==> config.mk <==
export PLATFORM = sky130hd
export DESIGN_NAME = encoder_unwrap_velocity_tracker
export DESIGN_NICKNAME = d
export VERILOG_FILES = /design/src/design/euvt_pkg.sv /design/src/design/euvt_div.sv /design/src/design/euvt_dp.sv /design/src/design/euvt_ctrl.sv /design/src/design/encoder_unwrap_velocity_tracker.sv
export SDC_FILE = /design/constraint.sdc
export NUM_CORES = 2
export LEC_CHECK = 0
export BUFFER_PORTS_ARGS = -buffer_cell sky130_fd_sc_hd__buf_2
export CORE_MARGIN = 2
export CORE_UTILIZATION = 53
export CTS_BUF_LIST = sky130_fd_sc_hd__clkbuf_4 sky130_fd_sc_hd__clkbuf_8 sky130_fd_sc_hd__clkbuf_16
export DETAILED_ROUTE_END_ITERATION = 8
export PLACE_DENSITY = 0.7
export SLEW_MARGIN = 20
export SYNTH_ARGS = -nofsm -noshare
export SYNTH_HDL_FRONTEND = slang
export SYNTH_SLANG_ARGS = --single-unit
==> constraint.sdc <==
create_clock -name clk_i -period 14 [get_ports clk_i]
set_input_delay 2.1 -clock clk_i [delete_from_list [all_inputs] [get_ports clk_i]]
set_output_delay 2.1 -clock clk_i [all_outputs]
set_load 0.03 [all_outputs]
==> src/design/euvt_pkg.sv <==
// shared types and constants of the encoder unwrap and velocity tracker
`default_nettype none

package euvt_pkg;

  localparam int unsigned COUNTS_PER_TURN_DEFAULT = 4096;
  localparam int unsigned SPEED_FRACTION_DEFAULT  = 8;

  localparam int ANGLE_W = 12;
  localparam int DT_W    = 16;
  localparam int POS_W   = 32;
  // 9 * speed + rate needs four guard bits plus one carry
  localparam int SUM_W   = POS_W + 5;
  localparam int SCALE_W = 20;

  localparam logic [SCALE_W-1:0] USEC_PER_SEC = 20'd1000000;
  localparam logic [SUM_W-1:0]   AVG_DIVISOR  = 37'd10;
  // 0.8 in Q32, applied to the sum shifted right by three it gives a tenth
  localparam logic [POS_W-1:0]   TENTH_RECIP  = 32'hCCCC_CCCD;

  localparam int PADDR_W = 2;
  localparam logic [PADDR_W-1:0] REG_REVERSE = 2'd0;

  typedef struct packed {
    logic capture;
    logic classify;
    logic apply_simple;
    logic multiply;
    logic div_load_rate;
    logic avg_mul;
    logic div_step;
    logic rate_sat;
    logic sum;
    logic avg_done;
    logic out_load;
  } cmd_t;

  typedef struct packed {
    logic skip;
    logic div_last;
  } status_t;

endpackage

`default_nettype wire

==> src/design/euvt_div.sv <==
// restoring divider, one quotient bit per cycle while step_i is high
`default_nettype none

module euvt_div #(
  parameter int DIV_W = 41
) (
  input  wire logic                        clk_i,
  input  wire logic                        rst_ni,
  input  wire logic                        load_i,
  input  wire logic                        step_i,
  input  wire logic [DIV_W-1:0]            dividend_i,
  input  wire logic [euvt_pkg::DT_W-1:0]   divisor_i,
  output logic      [DIV_W-1:0]            quotient_o,
  output logic                             last_o
);
  import euvt_pkg::*;

  localparam int CNT_W = $clog2(DIV_W);

  logic [DIV_W-1:0] quo_q, quo_d;
  logic [DT_W-1:0]  rem_q, rem_d;
  logic [DT_W-1:0]  dvs_q;
  logic [CNT_W-1:0] cnt_q;
  logic [DT_W:0]    trial;
  logic [DT_W:0]    diff;
  logic             fits;

  always_comb begin
    trial = {rem_q, quo_q[DIV_W-1]};
    diff  = trial - {1'b0, dvs_q};
    fits  = trial >= {1'b0, dvs_q};
    rem_d = fits ? diff[DT_W-1:0] : trial[DT_W-1:0];
    quo_d = {quo_q[DIV_W-2:0], fits};
  end

  always_ff @(posedge clk_i or negedge rst_ni) begin
    if (!rst_ni) begin
      cnt_q <= '0;
    end else if (load_i) begin
      cnt_q <= '0;
    end else if (step_i) begin
      cnt_q <= cnt_q + 1'b1;
    end
  end

  always_ff @(posedge clk_i) begin
    if (load_i) begin
      quo_q <= dividend_i;
      rem_q <= '0;
      dvs_q <= divisor_i;
    end else if (step_i) begin
      quo_q <= quo_d;
      rem_q <= rem_d;
    end
  end

  assign quotient_o = quo_q;
  assign last_o     = cnt_q == CNT_W'(DIV_W - 1);

endmodule

`default_nettype wire

==> src/design/euvt_dp.sv <==
// datapath: unwrap, position accumulator, rate and filtered velocity
`default_nettype none

module euvt_dp #(
  parameter int unsigned COUNTS_PER_TURN     = euvt_pkg::COUNTS_PER_TURN_DEFAULT,
  parameter int unsigned SPEED_FRACTION_BITS = euvt_pkg::SPEED_FRACTION_DEFAULT
) (
  input  wire logic                              clk_i,
  input  wire logic                              rst_ni,
  input  wire euvt_pkg::cmd_t                    cmd_i,
  output euvt_pkg::status_t                      status_o,
  input  wire logic                              kind_i,
  input  wire logic [euvt_pkg::ANGLE_W-1:0]      raw_angle_i,
  input  wire logic [euvt_pkg::DT_W-1:0]         dt_us_i,
  input  wire logic                              reverse_i,
  output logic signed [euvt_pkg::POS_W-1:0]      directed_position_o,
  output logic signed [euvt_pkg::POS_W-1:0]      directed_velocity_o,
  output logic                                   tracking_o
);
  import euvt_pkg::*;

  localparam int CLOG_C     = $clog2(COUNTS_PER_TURN);
  localparam int MAG_W      = (CLOG_C + 1 > ANGLE_W) ? CLOG_C + 1 : ANGLE_W;
  localparam int DELTA_W    = MAG_W + 1;
  localparam int PROD_W     = MAG_W + SCALE_W;
  localparam int RATE_NUM_W = PROD_W + SPEED_FRACTION_BITS;
  localparam int DIV_W      = RATE_NUM_W;

  localparam logic signed [DELTA_W-1:0] TURN = DELTA_W'(COUNTS_PER_TURN);
  localparam logic signed [DELTA_W-1:0] HALF = DELTA_W'(COUNTS_PER_TURN / 2);
  localparam logic [POS_W-1:0] DEADBAND = POS_W'(64'd1 << SPEED_FRACTION_BITS);

  // tracker state
  logic [ANGLE_W-1:0]      last_angle_q;
  logic [POS_W-1:0]        turn_pos_q;
  logic signed [POS_W-1:0] speed_q;
  logic                    started_q;

  // per-item working registers
  logic                      kind_q;
  logic [ANGLE_W-1:0]        raw_q;
  logic [DT_W-1:0]           dt_q;
  logic signed [DELTA_W-1:0] delta_q;
  logic                      neg_q;
  logic [PROD_W-1:0]         prod_q;
  logic signed [POS_W-1:0]   rate_q;
  logic signed [SUM_W-1:0]   sum_q;
  logic [POS_W-1:0]          avg_est_q;

  logic signed [DELTA_W-1:0] diff;
  logic signed [DELTA_W-1:0] delta_wrap;
  logic [DELTA_W-1:0]        mag_ext;
  logic [MAG_W-1:0]          mag;
  logic [PROD_W-1:0]         prod_d;
  logic [DIV_W-1:0]          quotient;
  logic                      div_last;
  logic                      quo_high;
  logic signed [POS_W-1:0]   rate_d;
  logic signed [SUM_W-1:0]   speed_ext;
  logic signed [SUM_W-1:0]   rate_ext;
  logic signed [SUM_W-1:0]   sum_d;
  logic [SUM_W-1:0]          sum_mag;
  logic [POS_W-1:0]          avg_in;
  logic [2*POS_W-1:0]        avg_prod;
  logic [SUM_W-1:0]          avg_back;
  logic [SUM_W-1:0]          avg_rem;
  logic [POS_W-1:0]          avg_val;
  logic signed [POS_W-1:0]   speed_d;
  logic [DIV_W-1:0]          div_dividend;

  always_comb begin
    diff = $signed({{(DELTA_W - ANGLE_W){1'b0}}, raw_q})
         - $signed({{(DELTA_W - ANGLE_W){1'b0}}, last_angle_q});
    if (diff > HALF) begin
      delta_wrap = diff - TURN;
    end else if (diff < -HALF) begin
      delta_wrap = diff + TURN;
    end else begin
      delta_wrap = diff;
    end
  end

  always_comb begin
    mag_ext = delta_q[DELTA_W-1] ? DELTA_W'(-delta_q) : DELTA_W'(delta_q);
    mag     = mag_ext[MAG_W-1:0];
    prod_d  = {{SCALE_W{1'b0}}, mag} * {{MAG_W{1'b0}}, USEC_PER_SEC};
  end

  // saturate the rate quotient to the signed 32-bit range
  always_comb begin
    quo_high = |quotient[DIV_W-1:POS_W-1];
    if (quo_high) begin
      rate_d = neg_q ? $signed({1'b1, {(POS_W-1){1'b0}}}) : $signed({1'b0, {(POS_W-1){1'b1}}});
    end else begin
      rate_d = neg_q ? -$signed(quotient[POS_W-1:0]) : $signed(quotient[POS_W-1:0]);
    end
  end

  always_comb begin
    speed_ext = $signed({{(SUM_W - POS_W){speed_q[POS_W-1]}}, speed_q});
    rate_ext  = $signed({{(SUM_W - POS_W){rate_q[POS_W-1]}}, rate_q});
    sum_d     = (speed_ext <<< 3) + speed_ext + rate_ext;
    sum_mag   = sum_q[SUM_W-1] ? SUM_W'(-sum_q) : SUM_W'(sum_q);
  end

  // divide by ten: estimate from the reciprocal, then at most one step up
  always_comb begin
    // the magnitude never exceeds ten times 2^31, so bits above 34 are clear
    avg_in   = sum_mag[POS_W+2:3];
    avg_prod = {{POS_W{1'b0}}, avg_in} * {{POS_W{1'b0}}, TENTH_RECIP};
    avg_back = SUM_W'({avg_est_q, 3'b000}) + SUM_W'({avg_est_q, 1'b0});
    avg_rem  = sum_mag - avg_back;
    avg_val  = avg_est_q + POS_W'(avg_rem >= AVG_DIVISOR);
  end

  // magnitude below one count per second is forced to zero
  always_comb begin
    if (avg_val < DEADBAND) begin
      speed_d = '0;
    end else begin
      speed_d = sum_q[SUM_W-1] ? -$signed(avg_val) : $signed(avg_val);
    end
  end

  always_comb begin
    div_dividend = DIV_W'(prod_q) << SPEED_FRACTION_BITS;
  end

  euvt_div #(
    .DIV_W(DIV_W)
  ) u_div (
    .clk_i      (clk_i),
    .rst_ni     (rst_ni),
    .load_i     (cmd_i.div_load_rate),
    .step_i     (cmd_i.div_step),
    .dividend_i (div_dividend),
    .divisor_i  (dt_q),
    .quotient_o (quotient),
    .last_o     (div_last)
  );

  always_ff @(posedge clk_i or negedge rst_ni) begin
    if (!rst_ni) begin
      last_angle_q <= '0;
      turn_pos_q   <= '0;
      speed_q      <= '0;
      started_q    <= 1'b0;
    end else begin
      if (cmd_i.apply_simple) begin
        if (kind_q) begin
          turn_pos_q <= '0;
        end else if (dt_q != '0) begin
          last_angle_q <= raw_q;
          turn_pos_q   <= '0;
          speed_q      <= '0;
          started_q    <= 1'b1;
        end
      end
      if (cmd_i.multiply) begin
        last_angle_q <= raw_q;
        turn_pos_q   <= turn_pos_q + {{(POS_W - DELTA_W){delta_q[DELTA_W-1]}}, delta_q};
      end
      if (cmd_i.avg_done) begin
        speed_q <= speed_d;
      end
    end
  end

  always_ff @(posedge clk_i) begin
    if (cmd_i.capture) begin
      kind_q <= kind_i;
      raw_q  <= raw_angle_i;
      dt_q   <= dt_us_i;
    end
    if (cmd_i.classify) begin
      delta_q <= delta_wrap;
    end
    if (cmd_i.multiply) begin
      prod_q <= prod_d;
      neg_q  <= delta_q[DELTA_W-1];
    end
    if (cmd_i.rate_sat) begin
      rate_q <= rate_d;
    end
    if (cmd_i.sum) begin
      sum_q <= sum_d;
    end
    if (cmd_i.avg_mul) begin
      avg_est_q <= avg_prod[2*POS_W-1:POS_W];
    end
    if (cmd_i.out_load) begin
      directed_position_o <= reverse_i ? -$signed(turn_pos_q) : $signed(turn_pos_q);
      directed_velocity_o <= reverse_i ? -speed_q : speed_q;
      tracking_o          <= started_q;
    end
  end

  assign status_o.skip     = kind_q | (dt_q == '0) | ~started_q;
  assign status_o.div_last = div_last;

endmodule

`default_nettype wire

==> src/design/euvt_ctrl.sv <==
// controller: sequences one item through the datapath
`default_nettype none

module euvt_ctrl (
  input  wire logic              clk_i,
  input  wire logic              rst_ni,
  input  wire logic              in_valid_i,
  output logic                   in_ready_o,
  output logic                   out_valid_o,
  input  wire logic              out_ready_i,
  input  wire euvt_pkg::status_t status_i,
  output euvt_pkg::cmd_t         cmd_o
);
  import euvt_pkg::*;

  typedef enum logic [3:0] {
    ST_IDLE,
    ST_CLASSIFY,
    ST_MULT,
    ST_RATE_LOAD,
    ST_RATE_DIV,
    ST_RATE_SAT,
    ST_SUM,
    ST_AVG_MUL,
    ST_AVG_DONE,
    ST_FINISH
  } state_e;

  state_e state_q, state_d;
  logic   out_valid_q, out_valid_d;
  logic   slot_free;

  assign slot_free = ~out_valid_q | out_ready_i;

  always_comb begin
    state_d = state_q;
    cmd_o   = '0;
    case (state_q)
      ST_IDLE: begin
        if (in_valid_i) begin
          cmd_o.capture = 1'b1;
          state_d       = ST_CLASSIFY;
        end
      end
      ST_CLASSIFY: begin
        cmd_o.classify = 1'b1;
        if (status_i.skip) begin
          cmd_o.apply_simple = 1'b1;
          state_d            = ST_FINISH;
        end else begin
          state_d = ST_MULT;
        end
      end
      ST_MULT: begin
        cmd_o.multiply = 1'b1;
        state_d        = ST_RATE_LOAD;
      end
      ST_RATE_LOAD: begin
        cmd_o.div_load_rate = 1'b1;
        state_d             = ST_RATE_DIV;
      end
      ST_RATE_DIV: begin
        cmd_o.div_step = 1'b1;
        if (status_i.div_last) begin
          state_d = ST_RATE_SAT;
        end
      end
      ST_RATE_SAT: begin
        cmd_o.rate_sat = 1'b1;
        state_d        = ST_SUM;
      end
      ST_SUM: begin
        cmd_o.sum = 1'b1;
        state_d   = ST_AVG_MUL;
      end
      ST_AVG_MUL: begin
        cmd_o.avg_mul = 1'b1;
        state_d       = ST_AVG_DONE;
      end
      ST_AVG_DONE: begin
        cmd_o.avg_done = 1'b1;
        state_d        = ST_FINISH;
      end
      ST_FINISH: begin
        // wait here while the previous result is still unclaimed
        if (slot_free) begin
          cmd_o.out_load = 1'b1;
          state_d        = ST_IDLE;
        end
      end
      default: begin
        state_d = ST_IDLE;
      end
    endcase
  end

  always_comb begin
    if (cmd_o.out_load) begin
      out_valid_d = 1'b1;
    end else if (out_ready_i) begin
      out_valid_d = 1'b0;
    end else begin
      out_valid_d = out_valid_q;
    end
  end

  always_ff @(posedge clk_i or negedge rst_ni) begin
    if (!rst_ni) begin
      state_q     <= ST_IDLE;
      out_valid_q <= 1'b0;
    end else begin
      state_q     <= state_d;
      out_valid_q <= out_valid_d;
    end
  end

  assign in_ready_o  = state_q == ST_IDLE;
  assign out_valid_o = out_valid_q;

endmodule

`default_nettype wire

==> src/design/encoder_unwrap_velocity_tracker.sv <==
// top level of the encoder unwrap and velocity tracker
//
// Input channel (in_valid_i / in_ready_o) takes one item: kind_i, raw_angle_i
// and dt_us_i. Every item gives exactly one result on the output channel
// (out_valid_o / out_ready_i): directed_position_o, directed_velocity_o and
// tracking_o. The reverse_direction register sits at byte address 0 of the
// APB port; pready is always high and reads return the register.
// A zero command, a zero interval or the first sample goes straight from
// classify to finish; a tracked sample also passes through the multiply, the
// restoring divider of width DIV_W = MAG_W + 20 + SPEED_FRACTION_BITS that
// forms the rate (one bit a cycle), saturation and the filter. The divide by
// ten is a reciprocal multiply and one correction. At the defaults DIV_W = 41.
// One item is in work at a time; in_ready_o returns high when the result is
// moved into the output register, so the next item is taken while that result
// waits. If the receiver stalls with a result still held, the next finished
// result waits inside the block. Reset clears position, velocity, the tracking
// flag, the last angle and reverse_direction, and leaves no result pending.
`default_nettype none

module encoder_unwrap_velocity_tracker #(
  parameter int unsigned COUNTS_PER_TURN     = euvt_pkg::COUNTS_PER_TURN_DEFAULT,
  parameter int unsigned SPEED_FRACTION_BITS = euvt_pkg::SPEED_FRACTION_DEFAULT
) (
  input  wire logic                                clk_i,
  input  wire logic                                rst_ni,
  input  wire logic                                in_valid_i,
  output logic                                     in_ready_o,
  input  wire logic                                kind_i,
  input  wire logic [euvt_pkg::ANGLE_W-1:0]        raw_angle_i,
  input  wire logic [euvt_pkg::DT_W-1:0]           dt_us_i,
  output logic                                     out_valid_o,
  input  wire logic                                out_ready_i,
  output logic signed [euvt_pkg::POS_W-1:0]        directed_position_o,
  output logic signed [euvt_pkg::POS_W-1:0]        directed_velocity_o,
  output logic                                     tracking_o,
  input  wire logic                                psel,
  input  wire logic                                penable,
  input  wire logic                                pwrite,
  input  wire logic [euvt_pkg::PADDR_W-1:0]        paddr,
  input  wire logic [31:0]                         pwdata,
  output logic [31:0]                              prdata,
  output logic                                     pready
);
  import euvt_pkg::*;

  cmd_t    cmd;
  status_t status;
  logic    reverse_q;

  always_ff @(posedge clk_i or negedge rst_ni) begin
    if (!rst_ni) begin
      reverse_q <= 1'b0;
    end else if (psel && penable && pwrite && pready && (paddr == REG_REVERSE)) begin
      reverse_q <= pwdata[0];
    end
  end

  assign pready = 1'b1;
  assign prdata = (paddr == REG_REVERSE) ? {31'b0, reverse_q} : 32'b0;

  euvt_ctrl u_ctrl (
    .clk_i       (clk_i),
    .rst_ni      (rst_ni),
    .in_valid_i  (in_valid_i),
    .in_ready_o  (in_ready_o),
    .out_valid_o (out_valid_o),
    .out_ready_i (out_ready_i),
    .status_i    (status),
    .cmd_o       (cmd)
  );

  euvt_dp #(
    .COUNTS_PER_TURN     (COUNTS_PER_TURN),
    .SPEED_FRACTION_BITS (SPEED_FRACTION_BITS)
  ) u_dp (
    .clk_i               (clk_i),
    .rst_ni              (rst_ni),
    .cmd_i               (cmd),
    .status_o            (status),
    .kind_i              (kind_i),
    .raw_angle_i         (raw_angle_i),
    .dt_us_i             (dt_us_i),
    .reverse_i           (reverse_q),
    .directed_position_o (directed_position_o),
    .directed_velocity_o (directed_velocity_o),
    .tracking_o          (tracking_o)
  );

endmodule

`default_nettype wire

==> flow_summary.toml <==
[min_path]
hold_start = "u_dp.dt_q[9]$_DFFE_PP_"
hold_path_class = "register to register"

[critical_path]
cp-startpoint = "u_dp.sum_q[2]$_DFFE_PP_"
crit_path_start_kind = "register"
crit_required_ns = 14.31
crit_fanout = 6
cpPeakStageDelay_ns = 0.70
cp_common_cell = "fa_1"
cp-end-kind = "register"
r2r-start = "u_dp.sum_q[2]$_DFFE_PP_"
cp.arrival_ns = 12.25
slowest_stage = "ha_1"
critical_path_class = "register to register"

[global_route]
grt_antenna_before_repair = 0
grt_max_degree = 67
grt_pass1_vias = 33470
grt_usage_pct = 25.63
grt.overflow.total = 0
grt_first_pass_wirelength_um = 180500

[routing]
wl_um = 112400
dr.first_iter.drc_count = 2126
wl_per_cell_um = 19.20
drt-pass1-iter-count = 5
via_count = 32720
ant_nets = 0
drc = 0
via_per_inst = 5.588

[clock_tree]
cts_made_buffers = 45
ctsLongestPathBuffers = 3
cts_root_buf = "clkbuf_16"
cts_setup_buffers = 0
htree_levels = 2
clock-sinks = 399
clk_latency_ns = 0.59
path_clk_slew_ns = 0.06
cts_tree = "yes"
ctsHoldBuffers = 0
cts_resized = 0

[die]
row_count = 107
core-area_sq_mm = 0.08541
pin_count = 170
start_util_pct = 53.59
die_y_um = 297.9
die_area_sq_mm = 0.08874
die_w_um = 297.9

[logic_synthesis]
synth_warnings = 0
post_synth_inst_count = 4554
synthArstFlopShare_pct = 22.31
synth_edf_count = 286
synth.cell_area_sq_mm = 0.04578
syn_area_per_cell_sq_um = 10.05
ys.flop_type = "edfxtp_1"
synth_cell_types = 78
ys_seq_area_share_pct = 24.68
ys_seq_elements = 399

[finish]
area_growth_pct = 7.637
final_nets = 5831
layout_common_cells = "inv_1 (802), ha_1 (594), fa_1 (493)"
final_common_cell = "inv_1"
n_antenna_cell = 0
layout-drive-gt1-share_pct = 6.135

[placed_design]
gp_congestion = 0.9554
port_buffers = 106
hpwl_um = 91960

[run_status]
run_status = "completed"

[timing]
min_period_ns = 11.94
post-route-period-util_pct = 85.27
rsz0062_at_grt = "no"
tns_ns = 0
clock_skew_ns = 0.02084
fmax_ghz = 0.08377
maxSlewHeadroom_pct = 32.46
setup_viol = 0
hold_viol_final = 0
tightest_slew_ns = 0.9875
drv_slew = 0

[job]
cap_viol_max_count = 0
[critical path, delay by kind of cell, from the launching register on]
family | cells | cell delay [ns]
fa+ha+maj | 9 | 4.68
simple gates | 10 | 3.45
compound gates | 6 | 1.61
xor+xnor | 2 | 0.80
buf+inv | 5 | 0.67
flops | 1 | 0.45
[cell families (layout without fill, tap and decap cells)]
kind of cell / Yosys count / count (layout) / synth area share (%)
mux: 43 / 43 / 0.9813
other cells: 2 / 32 / 0.01641
fa+ha+maj: 1087 / 1087 / 37.80
simple gates: 895 / 895 / 9.911
buf+inv: 910 / 1037 / 7.730
flops: 399 / 399 / 24.68
xor+xnor: 348 / 348 / 6.658
compound gates: 870 / 870 / 12.23
[flip-flops by register name, summed over array words and instances, names as in the netlist, 12 cells and up]
signal,cells
u_dp.u_div.rem_q,16
u_dp.u_div.quotient_o,41
u_dp.sum_q,37
u_dp.prod_q,27
u_dp.speed_q,32
u_dp.delta_q,14
u_dp.directed_velocity_o,32
u_dp.avg_est_q,32
u_dp.raw_q,12
u_dp.directed_position_o,32
u_dp.turn_pos_q,32
u_dp.last_angle_q,12
u_dp.u_div.dvs_q,16
u_dp.rate_q,32
u_dp.dt_q,16
[metal layers]
layer / routed length (um) / track usage [%] / vias up
li1: - / - / 15750
met1: 47750 / 33.35 / 16040
met2: 55870 / 45.13 / 760
met3: 5903 / 3.340 / 170
met4: 2906 / 6.604 / 0
met5: 0 / 0 / -
[synthesized netlist by cell type, drive strengths merged, types with 17 or more instances]
| cell type | count | area (sq um) |
|---|---|---|
| or4 | 31 | 236.5 |
| ha | 594 | 7432 |
| nand4 | 46 | 287.8 |
| nor2 | 200 | 750.7 |
| o41ai | 17 | 148.9 |
| nand2b | 45 | 281.5 |
| edfxtp | 286 | 8588 |
| nor2b | 44 | 275.3 |
| nand2 | 238 | 895.9 |
| mux2i | 28 | 280.3 |
| fa | 493 | 9869 |
| o211ai | 23 | 172.7 |
| dfrtp | 89 | 2227 |
| clkbuf | 73 | 274.0 |
| o21ai | 217 | 1086 |
| o22ai | 30 | 187.7 |
| xor2 | 107 | 937.2 |
| and2 | 19 | 118.9 |
| dfxtp | 24 | 480.5 |
| nor3 | 57 | 295.3 |
| xnor2 | 241 | 2111 |
| nor4 | 23 | 158.9 |
| inv | 802 | 3010 |
| and3 | 30 | 187.7 |
| a21o | 98 | 735.7 |
| or3 | 39 | 264.0 |
| a31oi | 21 | 131.4 |
| a21oi | 211 | 1056 |
| buf | 34 | 250.2 |
| o21a | 27 | 202.7 |
| nand3 | 61 | 305.3 |
| a211oi | 28 | 210.2 |
| a22o | 38 | 332.8 |
| o21bai | 23 | 172.7 |
| o31ai | 47 | 352.8 |
[metrics by stage]
| stage | hold WS [ns] | worst slack, ns | util, % | cell area, sq um | std cells |
|---|---|---|---|---|---|
| after floorplan | 0.4268 | 4.305 | - | 45890 | 4584 |
| after global placement | 0.4329 | 2.319 | 55.85 | 47700 | 5770 |
| after detailed placement | 0.4343 | 2.157 | 55.85 | 47700 | 5770 |
| after CTS | 0.4507 | 2.106 | 57.65 | 49240 | 5854 |
| after global routing | 0.4537 | 1.558 | 57.68 | 49270 | 5855 |
| final | 0.4485 | 2.063 | 57.68 | 49270 | 5855 |
[path summary, 6_finish.rpt]
kind	endpoint	slack, ns	cells after the start
setup / recovery	u_dp.avg_est_q[30]$_DFFE_PP_	2.06	32
hold / removal	u_dp.u_div.dvs_q[9]$_DFFE_PP_	0.45	0
setup reg to reg	u_dp.avg_est_q[30]$_DFFE_PP_	2.06	32
hold reg to reg	u_dp.u_div.dvs_q[9]$_DFFE_PP_	0.45	0
max in group asynchronous	u_dp.u_div.cnt_q[1]$_DFFE_PN0P_	11.33	2
min in group asynchronous	reverse_q$_DFFE_PN0P_	1.46	1
[area by class of cell]
type	instances	area (sq um)
fillers	7375	36140
multi-input cells	3275	31110
flip-flops and latches	399	11300
inverters	803	3014
well taps	1144	1431
clock buffers	53	1211
repair buffers	150	875.8
clock inverters	31	326.6
Power is left out: the tool's default activity adds up to more than one toggle a clock period on the data nets, which glitch-free logic cannot reach.
